<file path="src/hw/rtl/rotation_matrix_to_quaternion_unit_defines.svh">
// Assertion macros shared by the RTL.
`ifndef ROTATION_MATRIX_TO_QUATERNION_UNIT_DEFINES_SVH
`define ROTATION_MATRIX_TO_QUATERNION_UNIT_DEFINES_SVH

// Property that must hold at every clock edge outside reset.
`define RMQ_ASSERT(lbl, prop, clk, rstn) \
  lbl: assert property (@(posedge clk) disable iff (!rstn) (prop)) \
    else $error("assertion failed");

// Implication whose consequent is checked in the cycle after the antecedent.
`define RMQ_ASSERT_NEXT(lbl, ante, cons, clk, rstn) \
  lbl: assert property (@(posedge clk) disable iff (!rstn) (ante) |=> (cons)) \
    else $error("assertion failed");

`endif

</file>
<file path="src/hw/rtl/rmq_stage.sv">
`timescale 1ns / 1ps
`default_nettype none
// One pipelined step of a restoring square root (one result bit) or of a
// restoring divide (one quotient bit).
module rmq_stage #(
  parameter int unsigned RW = 24,
  parameter int unsigned DW = 24
) (
  input  wire logic          sqrt_i,
  input  wire logic [RW-1:0] rem_i,
  input  wire logic [DW-1:0] acc_i,
  input  wire logic [1:0]    bits_i,
  input  wire logic [DW-1:0] den_i,
  output logic      [RW-1:0] rem_o,
  output logic      [DW-1:0] acc_o
);
  logic [RW+1:0] shifted;
  logic [RW+1:0] trial;
  always_comb begin
    trial = '0;
    if (sqrt_i) begin
      shifted = {rem_i, bits_i};
      trial   = (RW+2)'({acc_i, 2'b01});
    end else begin
      shifted = (RW+2)'({rem_i, bits_i[0]});
      trial   = (RW+2)'(den_i);
    end
    if (shifted >= trial) begin
      rem_o = RW'(shifted - trial);
      acc_o = {acc_i[DW-2:0], 1'b1};
    end else begin
      rem_o = RW'(shifted);
      acc_o = {acc_i[DW-2:0], 1'b0};
    end
  end
endmodule
`default_nettype wire

</file>
<file path="config.mk">
export PLATFORM = sky130hd
export DESIGN_NAME = rmq_stage
export DESIGN_NICKNAME = d
export VERILOG_FILES = /design/src/hw/rtl/rotation_matrix_to_quaternion_unit_defines.svh /design/src/hw/rtl/rmq_stage.sv
export SDC_FILE = /design/constraint.sdc
export NUM_CORES = 1
export LEC_CHECK = 0
export BUFFER_PORTS_ARGS = -buffer_cell sky130_fd_sc_hd__buf_2
export CORE_MARGIN = 2
export CORE_UTILIZATION = 35
export DETAILED_ROUTE_END_ITERATION = 16
export PLACE_DENSITY = 0.64
export SLEW_MARGIN = 20
export SYNTH_ARGS = -nofsm -noshare
export SYNTH_HDL_FRONTEND = slang
export SYNTH_SLANG_ARGS = --single-unit
</file>
<file path="constraint.sdc">
create_clock -name vclk -period 11.2
set_input_delay 1.12 -clock vclk [all_inputs]
set_output_delay 1.12 -clock vclk [all_outputs]
set_load 0.02 [all_outputs]
</file>
==> out/qor.csv <==
metric,value,unit
rsz0062_at_grt,no,
critPathSlowestCell,o31ai_4,
dieArea,0.00755,mm²
place_congestion,0.828,
ant_nets,0,
final_util,0.428,
cap_violations,0,
wirelength,6100,µm
final-setup-viol-count,0,
critPathArrivalTime,5.39,ns
start_kind,primary input,
outcome,finished clean,
synth_fp_nets,399,
synth_warnings,0,
fill_cells,698,
whs_path_depth,2,
vias,2389,
cp-end-kind,primary output,
gr-total-overflow,0,
die_w,86.9,µm
drive_above_1_share,0.470,
path_cells,buf_2 > buf_4 > mux2_2 > ha_1 > nand2_1 > nor2_1 > nand4_1 > or4_1 > nor3_1 > nor4_2 > o31ai_4 > buf_4 > mux2_4 > buf_2,
syn_to_final_growth,19.6,%
crit_fanout,51,
slew_headroom,0.442,
slew_violations,0,
placed_cells,463,
synth_top_area_frac,0.135,
synth_area,0.00240,mm²
routedWlPerCell,13.2,µm
vias_per_cell,5.16,
row_count,30,
start_util,0.358,
hp-class,primary input to primary output,
critical_path_class,primary input to primary output,
grt_first_pass_wirelength,9580,µm
synthDistinctLibCells,58,
min-delay-start,acc_i[2],
fp.coreArea,0.00672,mm²
dp.final_hpwl,5110,µm
num-clock-buffers,0,
p_leak,0.00147,µW
hold_viol_final,0,
ctsResizeCount,0,
slowest_delay,0.69,ns
synth_top_area_cell,ha_1,
synth_common_cells,"27 x mux2_2, 27 x mux2i_1, 26 x ha_1, 25 x a21oi_1, 25 x buf_4",
stdcell_count,463,
drc_errors,0,
seq_area_frac_synth,0,
grt_max_degree,52,
p_per_area,89.6,mW/mm²
hold_end,acc_o[3],
fin_crit,6.51,ns
final.setup.tns,0,ns
dpl_worst_slack,4.68,ns
final_nets,487,
syn_inst,297,
setup_slack,4.69,ns
grt_pass1_vias,2210,
io_pins,123,
postCtsHoldBufs,0,
seq_area,0,µm²
drt_iter0_drc,62,
grt_antenna_before_repair,0,
drt-pass1-iter-count,4,
antenna_cells,0,
fp.dieH,86.9,µm
ir_worst_vdd,0.0305,mV
postCtsSetupRepairBufs,0,
tightest_slew,0.838,ns
place.port_buffers,123,
fin_crit_sh,0.581,
crit_required,10.08,ns
max_clock_freq,0.154,GHz
synth_area_leaders,"ha_1 14%, mux2_2 13%, mux2i_1 11%",
seq_cell_count,0,
grt_use_total,0.147,
syn_avg_cell_area,8.10,µm²
-- worst max-delay path, delay by kind of cell --
family	cells	cell delay, ns
buffers and inverters	4	1.18
AOI/OAI and AO/OA	1	0.69
adders and majority gates	1	0.45
muxes	2	0.75
and+or+nand+nor	6	1.16
-- layout by cell type (no fill, tap or decap), types with 2 or more instances in the layout --
cell type    n
buf_2      123
mux2i_1     27
mux2_2      27
ha_1        26
a21oi_1     25
nor2_1      16
mux2_4      16
nand2_1     15
o21ai_0     12
inv_1       11
xnor2_1     11
nand3_1      6
a21o_1       5
nand4_1      5
o21a_1       4
xor2_1       4
and2_1       3
nor3_1       3
a21boi_0     3
nor2b_1      2
nand3b_1     2
o31a_1       2
a311oi_1     2
buf_4        2
-- layer usage --
layer | vias up | GRT usage | wire length [µm]
met5 | - | 0 | 0
met4 | 0 | 0.00710 | 34
met3 | 4 | 0.0123 | 396
met2 | 77 | 0.261 | 2830
met1 | 1057 | 0.201 | 2840
li1 | 1251 | - | -
-- where the power goes --
group | internal, µW | switching [µW] | leakage, µW
Clock | 0 | 0 | 0
Sequential | 0 | 0 | 0
Combinational | 117 | 141 | 0.00147
-- cell families after synthesis --
family          Yosys count  share of synthesized area
compound gates           72                      0.204
xor+xnor                 15                     0.0546
fa+ha+maj                27                      0.144
buf+inv                  50                      0.125
mux                      70                      0.339
simple gates             63                      0.134
-- how the worst max path moves through the flow --
stage,startpoint,end,slack (ns),cells past startpoint
after global routing,sqrt_i,rem_o[20],4.38,14
after global placement,sqrt_i,rem_o[20],4.80,14
final,sqrt_i,rem_o[14],4.69,14
after detailed placement,sqrt_i,rem_o[20],4.68,14
after CTS,sqrt_i,rem_o[20],4.66,14
after floorplan,sqrt_i,rem_o[0],5.07,14
-- through the flow --
stage	power, µW	hold WS (ns)	instance area (µm²)
after floorplan	201	2.35	2400
after global placement	257	2.47	2880
after detailed placement	258	2.47	2880
after CTS	259	2.47	2880
after global routing	282	2.48	2880
final	258	2.47	2880
-- layout make-up --
| type | instances | area, µm² | area share |
|---|---|---|---|
| Tap cell | 80 | 100 | 0.0348 |
| Timing Repair Buffer | 125 | 631 | 0.219 |
| Inverter | 11 | 41.3 | 0.0144 |
| Multi-Input combinational cell | 247 | 2100 | 0.732 |
(Power assumes the default switching activity.)
